$ cat src/rtl/mcpq_pkg.sv
`timescale 1ns / 1ps
`default_nettype none
package mcpq_pkg;

  // default sizes
  localparam int NUM_CATEGORIES_DEF = 10;
  localparam int QUEUE_DEPTH_DEF    = 16;
  localparam int PRIORITY_BITS_DEF  = 8;
  localparam int PAYLOAD_BITS_DEF   = 16;

  // fixed field widths
  localparam int CAT_W    = 4;
  localparam int STATUS_W = 3;
  localparam int CFG_W    = 4;

  typedef enum logic [STATUS_W-1:0] {
    ST_INSERTED = 3'd0,
    ST_SENT     = 3'd1,
    ST_EMPTY    = 3'd2,
    ST_FULL     = 3'd3,
    ST_UNKNOWN  = 3'd4
  } status_t;

  typedef enum logic {
    CMD_INSERT   = 1'b0,
    CMD_TRANSMIT = 1'b1
  } cmd_t;

  // classified command handed from front to back
  typedef struct packed {
    cmd_t             cmd;
    logic             unknown;
    logic [CAT_W-1:0] cat;
  } ctl_t;

  // category count write
  typedef struct packed {
    logic             we;
    logic [CFG_W-1:0] value;
  } cfg_wr_t;

endpackage
`default_nettype wire

$ cat src/rtl/mcpq_if.sv
`timescale 1ns / 1ps
`default_nettype none
// command word channel
interface mcpq_in_if import mcpq_pkg::*; #(
  parameter int PRIORITY_BITS = PRIORITY_BITS_DEF,
  parameter int PAYLOAD_BITS  = PAYLOAD_BITS_DEF
) ();
  logic                     valid;
  logic                     ready;
  logic                     command;
  logic [CAT_W-1:0]         category;
  logic [PRIORITY_BITS-1:0] priority_req;
  logic [PAYLOAD_BITS-1:0]  payload;

  modport source (output valid, command, category, priority_req, payload, input ready);
  modport sink   (input valid, command, category, priority_req, payload, output ready);
endinterface

`default_nettype wire

$ cat src/rtl/mcpq_front.sv
`timescale 1ns / 1ps
`default_nettype none
module mcpq_front import mcpq_pkg::*; #(
  parameter int NUM_CATEGORIES = NUM_CATEGORIES_DEF,
  parameter int PRIORITY_BITS  = PRIORITY_BITS_DEF,
  parameter int PAYLOAD_BITS   = PAYLOAD_BITS_DEF
) (
  input  wire logic                     clk,
  input  wire logic                     rst_n,
  mcpq_in_if.sink                       in_ch,
  input  wire logic [CFG_W-1:0]         cats_in_use,
  output ctl_t                          q_ctl,
  output logic [PRIORITY_BITS-1:0]      q_prio,
  output logic [PAYLOAD_BITS-1:0]       q_data,
  output logic                          q_valid,
  input  wire logic                     q_pop
);

  ctl_t                     ctl_r  [2];
  logic [PRIORITY_BITS-1:0] prio_r [2];
  logic [PAYLOAD_BITS-1:0]  data_r [2];
  logic                     wr_ptr_r, wr_ptr_nxt;
  logic                     rd_ptr_r, rd_ptr_nxt;
  logic [1:0]               cnt_r, cnt_nxt;
  logic                     push;
  ctl_t                     ctl_in;

  // classify: category at or above the set-up count or the built count is unknown
  always_comb begin
    ctl_in.cmd     = cmd_t'(in_ch.command);
    ctl_in.cat     = in_ch.category;
    ctl_in.unknown = ({1'b0, in_ch.category} >= {1'b0, cats_in_use}) ||
                     ({1'b0, in_ch.category} >= (CAT_W+1)'(NUM_CATEGORIES));
  end

  assign in_ch.ready = (cnt_r != 2'd2);
  assign push        = in_ch.valid && in_ch.ready;

  // two-entry queue toward the back end
  always_comb begin
    wr_ptr_nxt = push  ? ~wr_ptr_r : wr_ptr_r;
    rd_ptr_nxt = q_pop ? ~rd_ptr_r : rd_ptr_r;
    cnt_nxt    = cnt_r + {1'b0, push} - {1'b0, q_pop};
  end

  always_ff @(posedge clk) begin
    if (!rst_n) begin
      wr_ptr_r <= 1'b0;
      rd_ptr_r <= 1'b0;
      cnt_r    <= 2'd0;
    end else begin
      wr_ptr_r <= wr_ptr_nxt;
      rd_ptr_r <= rd_ptr_nxt;
      cnt_r    <= cnt_nxt;
    end
  end

  always_ff @(posedge clk) begin
    if (push) begin
      ctl_r[wr_ptr_r]  <= ctl_in;
      prio_r[wr_ptr_r] <= in_ch.priority_req;
      data_r[wr_ptr_r] <= in_ch.payload;
    end
  end

  assign q_valid = (cnt_r != 2'd0);
  assign q_ctl   = ctl_r[rd_ptr_r];
  assign q_prio  = prio_r[rd_ptr_r];
  assign q_data  = data_r[rd_ptr_r];

endmodule
`default_nettype wire

$ cat src/flat_wrapper.sv
// flat-port wrapper written by rule: the top's interface ports become plain ports
module mcpq_front_flat import mcpq_pkg::*;
#(
  parameter int NUM_CATEGORIES = NUM_CATEGORIES_DEF,
  parameter int PRIORITY_BITS  = PRIORITY_BITS_DEF,
  parameter int PAYLOAD_BITS   = PAYLOAD_BITS_DEF
)
  (clk, rst_n, cats_in_use, q_ctl, q_prio, q_data, q_valid, q_pop, in_ch_valid, in_ch_command, in_ch_category, in_ch_priority_req, in_ch_payload, in_ch_ready);
  mcpq_in_if #(.PRIORITY_BITS(PRIORITY_BITS), .PAYLOAD_BITS(PAYLOAD_BITS)) in_ch_i ();
  input  wire logic clk;
  input  wire logic rst_n;
  input  wire logic [CFG_W-1:0] cats_in_use;
  output ctl_t q_ctl;
  output logic [PRIORITY_BITS-1:0] q_prio;
  output logic [PAYLOAD_BITS-1:0] q_data;
  output logic q_valid;
  input  wire logic q_pop;
  input wire logic [$bits(in_ch_i.valid)-1:0] in_ch_valid;
  input wire logic [$bits(in_ch_i.command)-1:0] in_ch_command;
  input wire logic [$bits(in_ch_i.category)-1:0] in_ch_category;
  input wire logic [$bits(in_ch_i.priority_req)-1:0] in_ch_priority_req;
  input wire logic [$bits(in_ch_i.payload)-1:0] in_ch_payload;
  output wire logic [$bits(in_ch_i.ready)-1:0] in_ch_ready;
  assign in_ch_i.valid = in_ch_valid;
  assign in_ch_i.command = in_ch_command;
  assign in_ch_i.category = in_ch_category;
  assign in_ch_i.priority_req = in_ch_priority_req;
  assign in_ch_i.payload = in_ch_payload;
  assign in_ch_ready = in_ch_i.ready;
  mcpq_front #(.NUM_CATEGORIES(NUM_CATEGORIES), .PRIORITY_BITS(PRIORITY_BITS), .PAYLOAD_BITS(PAYLOAD_BITS)) u_core (.clk(clk), .rst_n(rst_n), .in_ch(in_ch_i), .cats_in_use(cats_in_use), .q_ctl(q_ctl), .q_prio(q_prio), .q_data(q_data), .q_valid(q_valid), .q_pop(q_pop));
endmodule
$ cat config.mk
export PLATFORM = sky130hd
export DESIGN_NAME = mcpq_front_flat
export DESIGN_NICKNAME = d
export VERILOG_FILES = /design/src/rtl/mcpq_pkg.sv /design/src/rtl/mcpq_if.sv /design/src/rtl/mcpq_front.sv /design/src/flat_wrapper.sv
export SDC_FILE = /design/constraint.sdc
export NUM_CORES = 1
export LEC_CHECK = 0
export ABC_CLOCK_PERIOD_IN_PS = 1600
export BUFFER_PORTS_ARGS = -buffer_cell sky130_fd_sc_hd__buf_2
export CAP_MARGIN = 25
export CORE_ASPECT_RATIO = 1.25
export CORE_UTILIZATION = 45
export CTS_BUF_LIST = sky130_fd_sc_hd__clkbuf_8
export CTS_CLUSTER_SIZE = 8
export DETAILED_ROUTE_END_ITERATION = 10
export PLACE_DENSITY = 0.81
export RECOVER_POWER = 100
export SLEW_MARGIN = 10
export SYNTH_ARGS = -nofsm -noshare
export SYNTH_HDL_FRONTEND = slang
export SYNTH_SLANG_ARGS = --single-unit
$ cat constraint.sdc
create_clock -name clk -period 1.6 [get_ports clk]
set_clock_uncertainty 0.1 [all_clocks]
set_input_delay 0.08 -clock clk [delete_from_list [all_inputs] [get_ports clk]]
set_output_delay 0.08 -clock clk [all_outputs]
set_load 0.1 [all_outputs]
==> flow_summary.yaml <==
clock_tree:
  clock_latency_ps: 330
  htreeDepth: 3
  post_cts_buffers: 0
  cts-root-buf: "clkbuf_8"
  clock_sinks: 65
  clkTransAtPathRegs_ps: 70
  clk_path_buf_depth: 2
  cts_made_buffers: 9
  cts_tree: "yes"
flow_run:
  maxCapViolations: 0
floorplanning:
  die_width_um: 70.41
  std_cell_rows: 30
  pin_count: 69
  die_area_um2: 6162
  start_util: 0.4771
  core-area_um2: 5518
  die_y_um: 87.52
synthesis:
  synthAdderAreaFrac: 0.02852
  synth_top_area_frac: 0.6844
  synth-simple-area-share: 0.02757
  synth-xor-area-share: 0.009981
  synth_top_family_by_area: "multiplexers"
  synth_cell_types: 21
  ys_seq_area_frac: 0.7224
  yosysWarningCount: 0
  synth_area_leader_cell: "edfxtp_1"
  synth_compound_area_frac: 0.01759
  synth_area_leaders: "edfxtp_1 (68%), mux2_4 (17%), dfxtp_1 (3.8%)"
  syn_avg_cell_area_um2: 20.10
  ys_ff_latch: 65
  synthCells: 131
  synth_area_um2: 2633
  synthMuxAreaShare: 0.1711
  synth_nets: 174
grt:
  antenna_found_initial: 0
  grt_start_max_net_pins: 23
  grt_pass1_wl_mm: 7.707
  grt_pass1_vias: 1620
  gr-usage-all-layers: 0.1747
  overflow: 0
routing:
  drc: 0
  final_antenna_net_count: 0
  dr.pass1.iters: 4
  detail_route.wl_per_cell_um: 15.30
  drt_iter0_drc: 64
  wl_mm: 4.818
  vias: 1490
  vias_per_cell: 4.730
worst_setup_path:
  crit_chain: "buf_12, mux2_4, buf_12"
  critical_path.most_common_cell: "buf_12"
  crit_slowest_cell: "dfxtp_4"
  slowest_delay_ps: 390
  startpoint_type: "register"
  endpoint_kind: "output port"
  arrival_ps: 1400
  cp_max_fo: 13
  worst_r2r_path_depth: 7
  crit_family: "flip-flops"
  critical_path_class: "register to output port"
  path_buf_inv: 2
  cp_num_cells: 3
  required_ps: 1420
finish:
  drive_above_1_share: 0.4223
  final_cell_mix: "edfxtp_1 (60), dlygate4sd3_1 (32), mux2_4 (30), buf_12 (27), clkbuf_1 (21)"
  nets: 289
  num_antenna_cells: 0
  fin_util: 0.7315
  syn_to_final_growth_pct: 53.33
  layout_commonest_cell: "edfxtp_1"
  final_area_um2: 4036
worst_hold_path:
  hold_class: "input port to register"
  hold_path_depth: 5
sta:
  slew_headroom: 0.6404
  max_freq_mhz: 632.3
  finalSetupViolCount: 0
  worst_slew_pin_slew_ps: 541.8
  period_share: 0.9885
  layout_min_cycle_time_ps: 1582
  rsz0062_at_grt: "true"
  tns_ps: 0
  worst_slack_ps: 18.45
  drv_slew: 0
  hold_violations: 0
place:
  place_area_um2: 3263
  gp_congestion: 0.6834
  dp_hpwl_mm: 2.970
  portBuffers: 68
  pre_cts_ws_ps: 110.9
power_and_ir_drop:
  power.density_nw_per_um2: 1596
  power_mw: 6.441
  ir_drop_v: 0.001016
  p_leak_nw: 1.587
status:
  status: "complete, no violations"
==> cell families (layout without fill, tap and decap cells) <==
| group | count (synthesis) | after routing |
|---|---|---|
| compound gates | 6 | 6 |
| simple gates | 11 | 11 |
| fa+ha+maj | 6 | 6 |
| flops | 65 | 65 |
| mux | 30 | 30 |
| xor+xnor | 3 | 3 |
| buf+inv | 10 | 130 |
==> layout make-up <==
cell class | count | area (um^2)
clock buffer | 9 | 123.9
fill | 337 | 1481
clock inverter | 7 | 95.09
sequential | 65 | 1907
multi-input combinational | 56 | 675.6
inverter | 7 | 27.53
tap | 64 | 80.08
timing repair buffer | 107 | 1127
==> flip-flops by register name, indices dropped and copies added (netlist names), named ones only <==
signal,cells
u_core.rd_ptr_r,1
u_core.prio_r,16
u_core.data_r,32
u_core.cnt_r,2
u_core.wr_ptr_r,1
u_core.ctl_r,12
==> worst register-to-register path: cells and delay by family (launching register included) <==
family	cells	cell delay, ps
buffers and inverters	2	90
adder cells (fa/ha/maj)	2	430
AND/OR/NAND/NOR	1	140
flip-flops	1	350
XOR/XNOR	2	250
==> cells in the mapped netlist (all sizes together) <==
cell / number
buf: 3
inv: 7
nor2: 1
o21a: 1
nand3b: 1
a211oi: 1
a21bo: 1
o21ai: 2
xor2: 1
and3: 1
a21boi: 1
and2: 5
xnor2: 2
dfxtp: 5
or2: 1
nand2b: 2
edfxtp: 60
mux2: 30
ha: 6
==> stage by stage <==
stage	cells	hold slack (ps)
2_1_floorplan	131	78.87
3_3_place_gp	266	167.8
3_5_place_dp	266	171.5
4_1_cts	315	151.4
5_1_grt	315	238.9
6_report	315	160.3
==> final timing paths <==
path / startpoint / end / slack [ps]
setup / recovery: register / q_ctl[4] / 20
hold / removal: cats_in_use[3] / u_core.ctl_r[0][4] / 160
setup reg to reg: u_core.cnt_r[0] / u_core.cnt_r[1] / 110
hold reg to reg: u_core.wr_ptr_r / u_core.wr_ptr_r / 490
==> timing repair <==
item                                   4_1_cts  5_1_grt
setup endpoints to repair                   30       32
hold buffers                                32        0
gates resized for setup                     74        1
endpoints found under the hold margin       63        0
gates cloned                                 1        0
==> metal layers <==
metal | wire length [um] | up-vias | part of all wire | track usage
li1 | - | 727 | - | -
met1 | 1761 | 713 | 0.37 | 0.1753
met2 | 2792 | 42 | 0.58 | 0.3307
met3 | 159 | 8 | 0.033 | 0.02894
met4 | 104 | 0 | 0.022 | 0.1145
met5 | 0 | - | 0 | 0
==> power by group <==
group | internal, mW | leakage, nW | switching [mW]
Clock | 0.873 | 0.0975 | 0.626
Sequential | 2.15 | 0.601 | 0.0808
Combinational | 0.979 | 0.888 | 1.73
Total | 4.00 | 1.59 | 2.44
(Power assumes the default switching activity.)
